===== config.mk =====
export PLATFORM = sky130hd
export DESIGN_NAME = token_lexer_line_column
export DESIGN_NICKNAME = d
export VERILOG_FILES = /design/src/rtl/tllc_pkg.sv /design/src/rtl/token_lexer_line_column.sv /design/src/rtl/tllc_out_fifo.sv
export VERILOG_INCLUDE_DIRS = /design/src /design/src/rtl
export SDC_FILE = /design/constraint.sdc
export NUM_CORES = 1
export LEC_CHECK = 0
export ABC_AREA = 1
export BUFFER_PORTS_ARGS = -buffer_cell sky130_fd_sc_hd__buf_2
export CORE_UTILIZATION = 31
export CTS_CLUSTER_DIAMETER = 80
export DETAILED_ROUTE_END_ITERATION = 10
export SETUP_SLACK_MARGIN = 0.4
export SLEW_MARGIN = 15
export SYNTH_ARGS = -nofsm -noshare
export SYNTH_HDL_FRONTEND = slang
export SYNTH_HIERARCHICAL = 1
export SYNTH_SLANG_ARGS = --single-unit
export TNS_END_PERCENT = 50

===== constraint.sdc =====
create_clock -name i_clk -period 11.4 [get_ports i_clk]
set_input_delay 1.14 -clock i_clk [delete_from_list [all_inputs] [get_ports i_clk]]
set_output_delay 1.14 -clock i_clk [all_outputs]
set_load 0.01 [all_outputs]

===== src/rtl/token_lexer_line_column_macros.svh =====
// Assertion macros shared by the lexer RTL files.
// No dependencies; included at the top of the RTL files that check themselves.
`ifndef TOKEN_LEXER_LINE_COLUMN_MACROS_SVH
`define TOKEN_LEXER_LINE_COLUMN_MACROS_SVH

// Clocked check, disabled while the synchronous active-low reset is asserted.
`define TLLC_ASSERT(lbl, clk, rst_n, prop, msg) \
    lbl: assert property (@(posedge clk) disable iff (!rst_n) (prop)) else $error(msg);

// Clocked check that also holds during reset.
`define TLLC_ASSERT_ALWAYS(lbl, clk, prop, msg) \
    lbl: assert property (@(posedge clk) (prop)) else $error(msg);

`endif


===== src/rtl/tllc_pkg.sv =====
// Shared types and constants of the line/column token lexer.
// Used by tllc_out_fifo and token_lexer_line_column; no dependencies.
package tllc_pkg;

    // Token kind codes as they appear on the result beat.
    typedef enum logic [3:0] {
        KIND_LPAREN = 4'd0,
        KIND_RPAREN = 4'd1,
        KIND_ASSIGN = 4'd2,
        KIND_DOT    = 4'd3,
        KIND_LET    = 4'd4,
        KIND_NAT    = 4'd5,
        KIND_ID     = 4'd6,
        KIND_END    = 4'd7,
        KIND_ERR    = 4'd8
    } t_kind;

    // Character codes the lexer recognizes.
    localparam logic [7:0] CH_NUL        = 8'h00;
    localparam logic [7:0] CH_TAB        = 8'h09;
    localparam logic [7:0] CH_NEWLINE    = 8'h0A;
    localparam logic [7:0] CH_CR         = 8'h0D;
    localparam logic [7:0] CH_SPACE      = 8'h20;
    localparam logic [7:0] CH_LPAREN     = 8'h28;
    localparam logic [7:0] CH_RPAREN     = 8'h29;
    localparam logic [7:0] CH_DOT        = 8'h2E;
    localparam logic [7:0] CH_ZERO       = 8'h30;
    localparam logic [7:0] CH_NINE       = 8'h39;
    localparam logic [7:0] CH_ASSIGN     = 8'h3D;
    localparam logic [7:0] CH_UPPER_A    = 8'h41;
    localparam logic [7:0] CH_UPPER_Z    = 8'h5A;
    localparam logic [7:0] CH_UNDERSCORE = 8'h5F;
    localparam logic [7:0] CH_LOWER_A    = 8'h61;
    localparam logic [7:0] CH_LOWER_E    = 8'h65;
    localparam logic [7:0] CH_LOWER_L    = 8'h6C;
    localparam logic [7:0] CH_LOWER_T    = 8'h74;
    localparam logic [7:0] CH_LOWER_Z    = 8'h7A;

    // Keyword match progress: nothing, "l", "le", "let".
    localparam logic [1:0] KW_NONE = 2'd0;
    localparam logic [1:0] KW_L    = 2'd1;
    localparam logic [1:0] KW_LE   = 2'd2;
    localparam logic [1:0] KW_LET  = 2'd3;

    // Result field widths and length saturation limit.
    localparam int unsigned FIELD_W = 16;
    localparam logic [FIELD_W-1:0] LEN_MAX = '1;

    // Output queue geometry.
    localparam int unsigned OUT_DEPTH = 4;
    localparam int unsigned OUT_PTR_W = $clog2(OUT_DEPTH);
    localparam int unsigned OUT_CNT_W = $clog2(OUT_DEPTH + 1);

    // One result item.
    typedef struct packed {
        t_kind              kind;
        logic [FIELD_W-1:0] line;
        logic [FIELD_W-1:0] column;
        logic [FIELD_W-1:0] length;
        logic               last;
    } t_result;

    // Results produced by one accepted byte, in order.
    typedef struct packed {
        logic [1:0] count;
        t_result    first;
        t_result    second;
    } t_push;

endpackage


===== src/rtl/token_lexer_line_column.sv =====
// Streaming byte lexer: groups source bytes into tokens with start line, column and length.
// Depends on tllc_pkg, tllc_out_fifo and token_lexer_line_column_macros.svh.
//
// Usage:
//   Source bytes enter on the s_axis channel, one byte per beat in s_axis_tdata[7:0].
//   Tokens leave on the m_axis channel. Each byte causes zero, one or two results;
//   m_axis_tlast marks the final result caused by a byte. A NUL byte flushes any
//   open token, sends an end result and restarts at line 1, column 1. An illegal
//   byte sends an error result and the lexer ignores input until the next NUL.
// Output: a result is registered in the output queue and waits there behind earlier ones.
// Throughput: one byte per cycle while s_axis_tready is high. The byte decode and the
//   line/column update run combinationally against the state registers; the limit is
//   the output port, which moves one result per cycle while m_axis_tready is high, so
//   a byte that closes a token and emits its own result needs the port for both.
// Stalls: results wait in a four-entry queue. s_axis_tready stays high while the
//   queue holds at most two results, so input keeps flowing while a result waits.
// Reset: synchronous, active low; clears the queue and the scan state to line 1,
//   column 1, no open token.
`include "token_lexer_line_column_macros.svh"

module token_lexer_line_column #(
    parameter int unsigned POS_WIDTH = 16
) (
    input  logic        i_clk,
    input  logic        i_rst_n,
    input  logic        s_axis_tvalid,
    output logic        s_axis_tready,
    input  logic [7:0]  s_axis_tdata,  // [7:0] ch
    output logic        m_axis_tvalid,
    input  logic        m_axis_tready,
    output logic [55:0] m_axis_tdata,  // [3:0] token_kind, [19:4] start_line,
                                       // [35:20] start_column, [51:36] token_length,
                                       // [55:52] zero
    output logic        m_axis_tlast   // last
);
    import tllc_pkg::*;

    typedef enum logic [1:0] {
        MODE_IDLE,
        MODE_NUM,
        MODE_ID,
        MODE_HALT
    } t_mode;

    localparam logic [POS_WIDTH-1:0] POS_MAX = '1;
    localparam logic [POS_WIDTH-1:0] POS_ONE = {{(POS_WIDTH-1){1'b0}}, 1'b1};

    t_mode                r_mode,   n_mode;
    logic [POS_WIDTH-1:0] r_line,   n_line;
    logic [POS_WIDTH-1:0] r_col,    n_col;
    logic [POS_WIDTH-1:0] r_pstart, n_pstart;
    logic [FIELD_W-1:0]   r_plen,   n_plen;
    logic [1:0]           r_kp,     n_kp;

    logic                 w_in_acc;
    logic [7:0]           w_ch;
    logic                 w_digit, w_alpha, w_word, w_space, w_punct;
    logic [POS_WIDTH-1:0] w_col_inc, w_line_inc;
    logic [FIELD_W-1:0]   w_plen_inc;
    logic [POS_WIDTH+FIELD_W-1:0] w_line_ext, w_col_ext, w_pstart_ext;
    logic [FIELD_W-1:0]   w_line16, w_col16, w_pstart16;
    t_kind                w_punct_kind;
    logic [1:0]           w_kp_next;
    t_result              w_flush_res, w_own_res;
    logic                 w_flush_v, w_own_v;
    t_push                w_push;
    logic                 w_room;
    t_result              w_out;

    function automatic t_result make_res(t_kind kind, logic [FIELD_W-1:0] line,
                                         logic [FIELD_W-1:0] column,
                                         logic [FIELD_W-1:0] length);
        t_result res;
        res.kind   = kind;
        res.line   = line;
        res.column = column;
        res.length = length;
        res.last   = 1'b1;
        return res;
    endfunction

    assign w_in_acc      = s_axis_tvalid && s_axis_tready;
    assign s_axis_tready = w_room;
    assign w_ch          = s_axis_tdata;

    // Byte class decode.
    assign w_digit = (w_ch >= CH_ZERO) && (w_ch <= CH_NINE);
    assign w_alpha = ((w_ch >= CH_LOWER_A) && (w_ch <= CH_LOWER_Z)) ||
                     ((w_ch >= CH_UPPER_A) && (w_ch <= CH_UPPER_Z));
    assign w_word  = w_alpha || w_digit || (w_ch == CH_UNDERSCORE);
    assign w_space = (w_ch == CH_SPACE) || ((w_ch >= CH_TAB) && (w_ch <= CH_CR));
    assign w_punct = (w_ch == CH_LPAREN) || (w_ch == CH_RPAREN) ||
                     (w_ch == CH_ASSIGN) || (w_ch == CH_DOT);

    always_comb begin
        case (w_ch)
            CH_LPAREN: w_punct_kind = KIND_LPAREN;
            CH_RPAREN: w_punct_kind = KIND_RPAREN;
            CH_ASSIGN: w_punct_kind = KIND_ASSIGN;
            default:   w_punct_kind = KIND_DOT;
        endcase
    end

    // Keyword tracking inside an identifier.
    always_comb begin
        if (r_kp == KW_L && w_ch == CH_LOWER_E) begin
            w_kp_next = KW_LE;
        end else if (r_kp == KW_LE && w_ch == CH_LOWER_T) begin
            w_kp_next = KW_LET;
        end else begin
            w_kp_next = KW_NONE;
        end
    end

    // Saturating counters.
    assign w_col_inc  = (r_col == POS_MAX) ? r_col : r_col + POS_ONE;
    assign w_line_inc = (r_line == POS_MAX) ? r_line : r_line + POS_ONE;
    assign w_plen_inc = (r_plen == LEN_MAX) ? r_plen : r_plen + FIELD_W'(1);

    // Positions are reported in the low bits of the result fields.
    assign w_line_ext   = {{FIELD_W{1'b0}}, r_line};
    assign w_col_ext    = {{FIELD_W{1'b0}}, r_col};
    assign w_pstart_ext = {{FIELD_W{1'b0}}, r_pstart};
    assign w_line16     = w_line_ext[FIELD_W-1:0];
    assign w_col16      = w_col_ext[FIELD_W-1:0];
    assign w_pstart16   = w_pstart_ext[FIELD_W-1:0];

    // Next scan state and the results caused by the accepted byte.
    always_comb begin
        n_mode      = r_mode;
        n_line      = r_line;
        n_col       = r_col;
        n_pstart    = r_pstart;
        n_plen      = r_plen;
        n_kp        = r_kp;
        w_flush_v   = 1'b0;
        w_own_v     = 1'b0;
        w_flush_res = make_res((r_mode == MODE_ID) ?
                               ((r_kp == KW_LET) ? KIND_LET : KIND_ID) : KIND_NAT,
                               w_line16, w_pstart16, r_plen);
        w_own_res   = make_res(KIND_END, w_line16, w_col16, '0);
        if (w_in_acc) begin
            if (r_mode == MODE_HALT) begin
                if (w_ch == CH_NUL) begin
                    w_own_v  = 1'b1;
                    n_mode   = MODE_IDLE;
                    n_line   = POS_ONE;
                    n_col    = POS_ONE;
                    n_pstart = '0;
                    n_plen   = '0;
                    n_kp     = KW_NONE;
                end
            end else if (r_mode == MODE_NUM && w_digit) begin
                n_plen = w_plen_inc;
                n_col  = w_col_inc;
            end else if (r_mode == MODE_ID && w_word) begin
                n_plen = w_plen_inc;
                n_kp   = w_kp_next;
                n_col  = w_col_inc;
            end else begin
                // An open token is closed by this byte and goes out first.
                if (r_mode == MODE_NUM || r_mode == MODE_ID) begin
                    w_flush_v = 1'b1;
                    n_mode    = MODE_IDLE;
                    n_pstart  = '0;
                    n_plen    = '0;
                    n_kp      = KW_NONE;
                end
                if (w_ch == CH_NUL) begin
                    w_own_v  = 1'b1;
                    n_mode   = MODE_IDLE;
                    n_line   = POS_ONE;
                    n_col    = POS_ONE;
                end else if (w_punct) begin
                    w_own_v   = 1'b1;
                    w_own_res = make_res(w_punct_kind, w_line16, w_col16, FIELD_W'(1));
                    n_col     = w_col_inc;
                end else if (w_digit) begin
                    n_mode   = MODE_NUM;
                    n_pstart = r_col;
                    n_plen   = FIELD_W'(1);
                    n_col    = w_col_inc;
                end else if (w_alpha || w_ch == CH_UNDERSCORE) begin
                    n_mode   = MODE_ID;
                    n_pstart = r_col;
                    n_plen   = FIELD_W'(1);
                    n_kp     = (w_ch == CH_LOWER_L) ? KW_L : KW_NONE;
                    n_col    = w_col_inc;
                end else if (w_space) begin
                    if (w_ch == CH_NEWLINE) begin
                        n_line = w_line_inc;
                        n_col  = POS_ONE;
                    end else begin
                        n_col = w_col_inc;
                    end
                end else begin
                    w_own_v   = 1'b1;
                    w_own_res = make_res(KIND_ERR, w_line16, w_col16, FIELD_W'(1));
                    n_mode    = MODE_HALT;
                end
            end
        end
    end

    // Order the results into the queue push; tlast goes on the final one.
    always_comb begin
        w_push        = '0;
        w_push.first  = w_own_res;
        w_push.second = w_own_res;
        if (w_flush_v) begin
            w_push.first      = w_flush_res;
            w_push.first.last = !w_own_v;
            w_push.count      = w_own_v ? 2'd2 : 2'd1;
        end else if (w_own_v) begin
            w_push.count = 2'd1;
        end
    end

    // Scan state.
    always_ff @(posedge i_clk) begin
        if (!i_rst_n) begin
            r_mode   <= MODE_IDLE;
            r_line   <= POS_ONE;
            r_col    <= POS_ONE;
            r_pstart <= '0;
            r_plen   <= '0;
            r_kp     <= KW_NONE;
        end else begin
            r_mode   <= n_mode;
            r_line   <= n_line;
            r_col    <= n_col;
            r_pstart <= n_pstart;
            r_plen   <= n_plen;
            r_kp     <= n_kp;
        end
    end

    tllc_out_fifo u_out_fifo (
        .i_clk    (i_clk),
        .i_rst_n  (i_rst_n),
        .i_push   (w_push),
        .o_room   (w_room),
        .o_tvalid (m_axis_tvalid),
        .i_tready (m_axis_tready),
        .o_result (w_out)
    );

    assign m_axis_tdata = {4'b0000, w_out.length, w_out.column, w_out.line, w_out.kind};
    assign m_axis_tlast = w_out.last;

    `TLLC_ASSERT(a_halt_silent, i_clk, i_rst_n, (r_mode == MODE_HALT && w_in_acc && w_ch != CH_NUL) |-> (w_push.count == 2'd0 && n_mode == MODE_HALT), "halted lexer produced output")
    `TLLC_ASSERT(a_nul_restart, i_clk, i_rst_n, (w_in_acc && w_ch == CH_NUL) |=> (r_mode == MODE_IDLE && r_line == POS_ONE && r_col == POS_ONE), "NUL did not restart position")
    `TLLC_ASSERT_ALWAYS(a_no_push_idle, i_clk, !w_in_acc |-> (w_push.count == 2'd0), "result pushed without an accepted byte")
    `TLLC_ASSERT(a_open_token_len, i_clk, i_rst_n, (r_mode == MODE_NUM || r_mode == MODE_ID) |-> (r_plen != '0), "open token with zero length")

endmodule


===== src/rtl/tllc_out_fifo.sv =====
// Small result queue that takes up to two results per cycle and hands out one per beat.
// Depends on tllc_pkg and token_lexer_line_column_macros.svh.
`include "token_lexer_line_column_macros.svh"

module tllc_out_fifo (
    input  logic             i_clk,
    input  logic             i_rst_n,
    input  tllc_pkg::t_push  i_push,
    output logic             o_room,
    output logic             o_tvalid,
    input  logic             i_tready,
    output tllc_pkg::t_result o_result
);
    import tllc_pkg::*;

    t_result              r_mem [OUT_DEPTH];
    logic [OUT_PTR_W-1:0] r_wr_ptr;
    logic [OUT_PTR_W-1:0] r_rd_ptr;
    logic [OUT_CNT_W-1:0] r_count;
    logic [OUT_PTR_W-1:0] w_wr_ptr_next;
    logic                 w_pop;

    assign w_pop         = o_tvalid && i_tready;
    assign w_wr_ptr_next = r_wr_ptr + OUT_PTR_W'(1);

    // Room for the worst case of two results from the next byte.
    assign o_room   = (r_count <= OUT_CNT_W'(OUT_DEPTH - 2));
    assign o_tvalid = (r_count != '0);
    assign o_result = r_mem[r_rd_ptr];

    // Storage writes; no reset needed for payload.
    always_ff @(posedge i_clk) begin
        if (i_push.count != 2'd0) begin
            r_mem[r_wr_ptr] <= i_push.first;
        end
        if (i_push.count == 2'd2) begin
            r_mem[w_wr_ptr_next] <= i_push.second;
        end
    end

    // Pointers and fill count.
    always_ff @(posedge i_clk) begin
        if (!i_rst_n) begin
            r_wr_ptr <= '0;
            r_rd_ptr <= '0;
            r_count  <= '0;
        end else begin
            r_wr_ptr <= r_wr_ptr + OUT_PTR_W'(i_push.count);
            if (w_pop) begin
                r_rd_ptr <= r_rd_ptr + OUT_PTR_W'(1);
            end
            r_count <= r_count + OUT_CNT_W'(i_push.count) - OUT_CNT_W'(w_pop);
        end
    end

    `TLLC_ASSERT(a_count_bound, i_clk, i_rst_n, r_count <= OUT_CNT_W'(OUT_DEPTH), "result queue overflow")
    `TLLC_ASSERT(a_push_room, i_clk, i_rst_n, (i_push.count != 2'd0) |-> o_room, "push without room")
    `TLLC_ASSERT(a_pop_only, i_clk, i_rst_n, (w_pop && i_push.count == 2'd0) |=> (r_count == $past(r_count) - OUT_CNT_W'(1)), "pop did not drain one entry")

endmodule

==> results.md, run 1 <==
- Result of the run: completed
- Total negative slack: 0 ns
- Leading post-synthesis cells by cell area: sky130_fd_sc_hd__edfxtp_1, sky130_fd_sc_hd__nand2_1, sky130_fd_sc_hd__dfxtp_1
- Power Density: 185 nW/um^2
- CTS root buf: sky130_fd_sc_hd__clkbuf_16
- Antenna diode instance count: 0
- CTS max path bufs: 3
- Synth Instances: 1930
- Clock power share: 0.310
- Placer congestion estimate: 0.868
- Drc violations: 0
- CP Capture Type: flip-flop
- Maximum vdd ir drop: 0.145 mV
- Antenna violation net count after detailed routing: 0
- Vias per inst: 5.01
- Quantity of I/O buffers inserted on ports: 66
- Number of iterations in the first detailed-routing pass: 5
- Iteration-0 DRC count of the detailed router: 1263
- Clock transition at the registers of the reported paths: 0.06 ns
- Area growth from synthesis to final layout: 11.3%
- Post-synth ARST share: 0
- Transition time of the tightest slew-check pin: 1.16 ns
- CTS resizes: 0
- Number of vias after detailed routing: 13246
- YS warnings: 6
- Final Setup Violations: 0
- Most instantiated library cell after synthesis: sky130_fd_sc_hd__nand2_1
- Global-route wire length before repair: 67800 microns
- Setup skew after layout: 0.0161 ns
- Synth Area per Inst: 8.12 sq um
- Kind of start point of the critical path: primary input
- Internal power of the cells: 2.13 mW
- Portion of total power attributed to sequential cells: 0.425
- Classification of the worst-slack hold path: reg2reg
- Final std cell area, no fill: 17500 sq um
- TritonCTS clock tree: done
- Cell leakage power: 6.01 nW
- Clock H-tree levels: 1
- Unrepaired setup endpoints after global routing: no
- Area fraction of the dominant cell type after synthesis: 0.406
- Seq cells post-synth: 289
- Most frequent cells after synthesis: sky130_fd_sc_hd__nand2_1, sky130_fd_sc_hd__o21ai_0, sky130_fd_sc_hd__edfxtp_1, sky130_fd_sc_hd__nor2_1, sky130_fd_sc_hd__inv_1
- Fill cell instance count of the final layout: 5129
- Total Routing Usage GR: 0.166
- Ratio of final minimum period to clock period: 0.474
- Estimated wirelength of the detail-placed design: 27200 microns
- Placement-stage cell area: 16400 sq um
- Data arrival at the endpoint of the critical path: 5.59 ns
- Die span in y: 227 microns
- Maximum Capacitance Violations: 0
- Area leader, netlist: sky130_fd_sc_hd__edfxtp_1
- Buffer count from post-CTS setup fixing: 0
- Pins Over Slew Limit: 0
- Sequential area share after synthesis: 0.505
- Most common flop cell mapped by yosys: sky130_fd_sc_hd__edfxtp_1
- Combinational Power Share: 0.265
- Number of different library cells in the post-synthesis netlist: 45
- Area of the mapped netlist: 15700 sq um
- Required time reported for the critical path endpoint: 11.59 ns
- Std cell rows: 82
- Number of antenna violations at the first check in global routing: 1
- Post-layout minimum cycle time: 5.41 ns
- I/O pin total: 71
- Worst-case headroom to the max-slew limit: 0.228
- Net count of the finished layout: 1974
- WS Path Type: in2reg
- Switching fraction of total power: 0.339
- Num CTS Buffers: 31
- Starting density of the core: 0.314
- Vias in the first global route: 12425
- Floorplan die area: 51500 sq um
- Share of cells above drive strength 1: 0.0907
- Hold Vio Cnt, Final: 0
- Overflow left after global routing: 0
- Core region area: 50000 sq um
- # clock sinks: 289
- Post-layout total power: 3.23 mW
- Die Width: 227 microns
- Cts hold-fix bufs: 0
- F_max: 185 MHz
- Net load switching power: 1.09 mW
- Post-DR wirelength/cell: 16.3 microns
- Max FO, Critical Path: 107
- EDFF count, synth: 212
- Detailed Route WL: 43100 microns
- Maximum number of pins on one net before global-route repair: 108
- Clock network latency to the later pin of the worst-skew pair: 0.56 ns
## kinds of logic after synthesis
group | after synthesis | synth area share
AND/OR/NAND/NOR | 796 | 0.214
AO/OA/AOI/OAI | 520 | 0.177
buffers and inverters | 293 | 0.0830
flip-flops | 289 | 0.505
XOR/XNOR | 16 | 0.00894
adder cells (fa/ha/maj) | 14 | 0.0117
other | 2 | 0.000479
## cells in the final DEF (no fill, tap or decap), types with 14 or more instances in the layout
cell type | synthesis | final
sky130_fd_sc_hd__nand2_1 | 434 | 431
sky130_fd_sc_hd__o21ai_0 | 276 | 276
sky130_fd_sc_hd__edfxtp_1 | 212 | 212
sky130_fd_sc_hd__nor2_1 | 195 | 195
sky130_fd_sc_hd__inv_1 | 173 | 172
sky130_fd_sc_hd__o21ai_1 | 81 | 81
sky130_fd_sc_hd__dfxtp_1 | 77 | 76
sky130_fd_sc_hd__nand3_1 | 70 | 70
sky130_fd_sc_hd__a21oi_1 | 66 | 66
sky130_fd_sc_hd__buf_2 | 20 | 66
sky130_fd_sc_hd__o22ai_1 | 56 | 56
sky130_fd_sc_hd__nor3_1 | 35 | 35
sky130_fd_sc_hd__nand4_1 | 31 | 31
sky130_fd_sc_hd__clkbuf_16 | 0 | 31
sky130_fd_sc_hd__conb_1 | 2 | 20
sky130_fd_sc_hd__o211ai_1 | 15 | 15
sky130_fd_sc_hd__xor2_1 | 14 | 14
## path summary, 6_finish.rpt
kind	start	end	slack, ns	depth (start not counted)
worst max register to register	r_mode[1]$_SDFFE_PN0P_	u_out_fifo/r_mem[1][52]$_DFFE_PP_	6.35	12
worst min register to register	r_pstart[1]$_SDFFE_PN0P_	r_pstart[1]$_SDFFE_PN0P_	0.47	2
worst min-delay path	r_pstart[1]$_SDFFE_PN0P_	r_pstart[1]$_SDFFE_PN0P_	0.47	2
worst max-delay path	s_axis_tdata[1]	u_out_fifo/r_mem[1][52]$_DFFE_PP_	5.99	15
## cell type report
type / count / area, sq um / share of cell area
clock buffer: 42 / 867 / 0.0497
clock inverter: 16 / 151 / 0.00868
inverter: 183 / 689 / 0.0395
multi-input combinational: 1366 / 6580 / 0.377
sequential: 289 / 7910 / 0.453
tap: 672 / 841 / 0.0482
timing repair buffer: 77 / 413 / 0.0237
## state kept, by name, indices dropped and copies added, names as in the netlist, named ones only
| name | count |
|---|---|
| r_col | 16 |
| u_out_fifo/r_count | 3 |
| r_pstart | 16 |
| u_out_fifo/r_mem | 212 |
| r_mode | 2 |
| r_line | 16 |
| u_out_fifo/r_rd_ptr | 2 |
| u_out_fifo/r_wr_ptr | 2 |
| r_kp | 2 |
| r_plen | 16 |
## critical path, stage by stage
cell                      delay [ns]
sky130_fd_sc_hd__buf_2          0.14
sky130_fd_sc_hd__nor2_2         0.22
sky130_fd_sc_hd__nand3_2        0.16
sky130_fd_sc_hd__nand2_1        0.10
sky130_fd_sc_hd__nand2_1        0.06
sky130_fd_sc_hd__nand2_2        0.11
sky130_fd_sc_hd__nand2_4        0.23
sky130_fd_sc_hd__nand3_1        0.24
sky130_fd_sc_hd__nand3_2        0.39
sky130_fd_sc_hd__a21oi_1        0.36
sky130_fd_sc_hd__ha_1           0.38
sky130_fd_sc_hd__nor2_8         0.25
sky130_fd_sc_hd__nand2_4        0.59
sky130_fd_sc_hd__nand2_2        0.57
sky130_fd_sc_hd__buf_4          0.62
## routing by layer
layer	wire [microns]	track usage
met3	3130	0.0213
met5	12	0
met2	19500	0.269
met4	741	0.0401
met1	19700	0.234
## power by group through the flow
stage | sequential, mW | combinational (mW) | clock (mW)
2_1_floorplan | 1.37 | 0.559 | 0
3_3_place_gp | 1.39 | 0.854 | 0
3_5_place_dp | 1.39 | 0.863 | 0
4_1_cts | 1.37 | 0.868 | 1.02
5_1_grt | 1.38 | 0.950 | 1.06
6_report | 1.37 | 0.855 | 1.00
## stage by stage
| step | cells | util | hold slack [ns] | setup slack (ns) |
|---|---|---|---|---|
| finish | 2645 | 0.349 | 0.467 | 5.99 |
| global route | 2645 | 0.349 | 0.490 | 5.69 |
| CTS | 2645 | 0.349 | 0.465 | 6.06 |
| detailed placement | 2587 | 0.329 | 0.455 | 5.47 |
| global placement | 2587 | 0.329 | 0.453 | 5.59 |
| floorplan | 1948 | - | 0.444 | 4.05 |
(Power assumes the default switching activity.)
==> inputs of run 2 (changes only) <==
clock period = 5 ns   (was 11.4 ns; I/O delays follow)
==> run 2 against run 1 <==
Net effect: first-iteration DRC count fell by 11%; highest routed layer is now met4; clock skew rose by 0.0053 ns; non-clock buffer count rose by 7; routed wire length fell by 0.79%; combinational power rose by 140%; flip-flop and latch count did not move; cell count rose by 0.26%; worst hold slack got worse by 0.22 ns; critical path type is now reg2reg; sequential share of layout area fell by 0.42 points; register-to-register slack got worse by 5.1 ns; critical endpoint is now u_out_fifo/r_mem[2][42]$_DFFE_PP_.
==> results.md, run 2 (synthesis gave the netlist of run 1 again) <==
- Result of the run: completed (unchanged)
- Cts hold-fix bufs: 0 (unchanged)
- Maximum vdd ir drop: 0.255 mV (was 0.145 mV)
- Std cell rows: 82 (unchanged)
- Die Width: 227 microns (unchanged)
- Power Density: 426 nW/um^2 (was 185 nW/um^2)
- Net count of the finished layout: 1981 (was 1974)
- Worst-case headroom to the max-slew limit: 0.256 (was 0.228)
- Depth of the worst register-to-register path: 12 (unchanged)
- CTS max path bufs: 3 (unchanged)
- Number of vias after detailed routing: 13257 (was 13246)
- Register containing the most flip-flops in the final layout: u_out_fifo/r_mem (unchanged)
- CTS resizes: 0 (unchanged)
- Placer congestion estimate: 0.872 (was 0.868)
- Pins Over Slew Limit: 0 (unchanged)
- Overflow left after global routing: 0 (unchanged)
- I/O pin total: 71 (unchanged)
- Maximum Capacitance Violations: 0 (unchanged)
- Slowest CP cell: sky130_fd_sc_hd__buf_4 (unchanged)
- Estimated wirelength of the detail-placed design: 26500 microns (was 27200 microns)
- Maximum number of pins on one net before global-route repair: 107 (was 108)
- Clock transition at the registers of the reported paths: 0.06 ns (about the same)
- Vias per inst: 5.00 (was 5.01)
- Unrepaired setup endpoints after global routing: no (unchanged)
- Antenna violation net count after detailed routing: 0 (unchanged)
- Clock network latency to the later pin of the worst-skew pair: 0.58 ns (was 0.56 ns)
- Grt met2 use: 0.280 (was 0.269)
- Antenna diode instance count: 0 (unchanged)
- Startpoint of the worst setup timing path: r_mode[1]$_SDFFE_PN0P_ (was s_axis_tdata[1])
- Max FO, Critical Path: 53 (was 107)
- # clock sinks: 289 (unchanged)
- Vias in the first global route: 12347 (was 12425)
- Hold Vio Cnt, Final: 0 (unchanged)
- Number of antenna violations at the first check in global routing: 0 (was 1)
- Transition time of the tightest slew-check pin: 1.12 ns (was 1.16 ns)
- Final Setup Violations: 0 (unchanged)
- F_max: 266 MHz
- Total Routing Usage GR: 0.166 (about the same)
- Largest stage delay on the critical path: 0.67 ns (was 0.62 ns)
- Critical-path cell list: ha_1, inv_1, nand4_1, nand2_1, inv_1, nand3_2, a21oi_1, ha_1, nor2_8, nand2_4, nand2_2, buf_4 (was buf_2, nor2_2, nand3_2, nand2_1, nand2_1, nand2_2, nand2_4, nand3_1, nand3_2, a21oi_1, ha_1, nor2_8, nand2_4, nand2_2, buf_4)
- Crit path capture: u_out_fifo/r_mem[2][42]$_DFFE_PP_ (was u_out_fifo/r_mem[1][52]$_DFFE_PP_)
- Drc violations: 0 (unchanged)
- Cell leakage power: 6.11 nW (was 6.01 nW)
- Number of flip-flops in the largest register: 212 (unchanged)
- Required time reported for the critical path endpoint: 5.19 ns (was 11.59 ns)
- Fill cell instance count of the final layout: 5120 (was 5129)
- Data arrival at the endpoint of the critical path: 3.95 ns (was 5.59 ns)
- Floorplan die area: 51500 sq um (unchanged)
- Global-route wire length before repair: 67300 microns (was 67800 microns)
- Area growth from synthesis to final layout: 12.4% (was 11.3%)
- Post-layout total power: 7.51 mW (was 3.23 mW)
- Routing layer with the top usage in global route: met2 (unchanged)
- Clock H-tree levels: 1 (unchanged)
- Number of iterations in the first detailed-routing pass: 5 (unchanged)
- Commonest cells after routing, fill and taps aside: sky130_fd_sc_hd__nand2_1, sky130_fd_sc_hd__o21ai_0, sky130_fd_sc_hd__edfxtp_1 (unchanged)
- Post-layout minimum cycle time: 3.76 ns
- Share of cells above drive strength 1: 0.0939 (was 0.0907)
- Detailed Route WL: 42800 microns (was 43100 microns)
- Quantity of I/O buffers inserted on ports: 66 (unchanged)
- CP Capture Type: flip-flop (unchanged)
- Most common cell after layout, fill and taps aside: sky130_fd_sc_hd__nand2_1 (unchanged)
- Destination of the worst register-to-register timing path: u_out_fifo/r_mem[2][42]$_DFFE_PP_ (was u_out_fifo/r_mem[1][52]$_DFFE_PP_)
- Met1 global-route usage: 0.227 (was 0.234)
- Core region area: 50000 sq um (unchanged)
- CTS root buf: sky130_fd_sc_hd__clkbuf_16 (unchanged)
- Register-to-register path setup slack: 1.24 ns (was 6.35 ns)
- Kind of start point of the critical path: flip-flop (was primary input)
- Die span in y: 227 microns (unchanged)
- Met3 track demand over resource in global routing: 0.0165 (was 0.0213)
- Starting density of the core: 0.314 (unchanged)
- Hold Slack: 0.251 ns (was 0.467 ns)
- WS Path Type: reg2reg (was in2reg)
- Classification of the worst-slack hold path: in2reg (was reg2reg)
- Post-DR wirelength/cell: 16.1 microns (was 16.3 microns)
- Buffer count from post-CTS setup fixing: 0 (unchanged)
- Total negative slack: 0 ns (unchanged)
- Setup skew after layout: 0.0213 ns (was 0.0161 ns)
- Ratio of final minimum period to clock period: 0.753
- TritonCTS clock tree: done (unchanged)
- Iteration-0 DRC count of the detailed router: 1120 (was 1263)
- Critical R2R Launch: r_mode[1]$_SDFFE_PN0P_ (unchanged)
- Num CTS Buffers: 31 (unchanged)
[run 2: cell types whose count changed in the layout (fill, tap and decap cells not counted), moves of 2 or more]
cell / previous run / this run
sky130_fd_sc_hd__buf_12: 0 / 7
sky130_fd_sc_hd__clkinv_1: 5 / 1
sky130_fd_sc_hd__clkinvlp_4: 3 / 1
sky130_fd_sc_hd__bufinv_16: 2 / 5
sky130_fd_sc_hd__clkbuf_8: 5 / 2
sky130_fd_sc_hd__clkbuf_1: 6 / 10
sky130_fd_sc_hd__clkinv_2: 6 / 9
[run 2: report_power, final]
group	switching, mW	leakage, nW	internal [mW]
sequential	0.108	2.64	2.99
combinational	1.43	2.96	0.583
clock	0.962	0.515	1.43
[run 2: per-stage QoR]
step | cell area (sq um) | worst slack [ns] | utilization | std cells
floorplan | 15800 | 0.816 | - | 1948
global placement | 16600 | 0.806 | 0.331 | 2594
detailed placement | 16600 | 0.756 | 0.331 | 2594
CTS | 17600 | 1.31 | 0.353 | 2652
global route | 17600 | 1.04 | 0.353 | 2652
finish | 17600 | 1.24 | 0.353 | 2652
[run 2: area by class of cell]
class	instances	area, sq um	share of cell area
flip-flops and latches	289	7910	0.449
multi-input cells	1366	6570	0.373
clock buffers	43	841	0.0477
well taps	672	841	0.0477
inverters	183	689	0.0391
repair buffers	84	553	0.0314
clock inverters	15	210	0.0119
[run 2: worst max-delay path, delay by kind of cell, from the launching register on]
kind / cells / cell delay (ns)
flip-flops: 1 / 0.43
buffers and inverters: 3 / 1.12
adder cells (fa/ha/maj): 2 / 0.72
AO/OA/AOI/OAI: 1 / 0.19
AND/OR/NAND/NOR: 6 / 0.89
[run 2: how the worst min path moves through the flow]
stage | start | end | slack (ns) | cells after the start
after floorplan | r_pstart[0]$_SDFFE_PN0P_ | r_pstart[0]$_SDFFE_PN0P_ | 0.44 | 2
after global placement | r_pstart[13]$_SDFFE_PN0P_ | r_pstart[13]$_SDFFE_PN0P_ | 0.45 | 2
after detailed placement | r_pstart[13]$_SDFFE_PN0P_ | r_pstart[13]$_SDFFE_PN0P_ | 0.46 | 2
after CTS | m_axis_tready | u_out_fifo/r_rd_ptr[0]$_SDFFE_PN0P_ | 0.25 | 3
after global routing | m_axis_tready | flip-flop | 0.29 | 3
final | m_axis_tready | u_out_fifo/r_rd_ptr[0]$_SDFFE_PN0P_ | 0.25 | 3
[run 2: routing by layer]
layer | routed length [microns] | share of wire | vias up
met4 | 747 | 0.017 | 0
met5 | 0 | 0 | -
li1 | - | - | 6595
met1 | 19700 | 0.46 | 6275
met2 | 20100 | 0.47 | 339
met3 | 2240 | 0.052 | 48
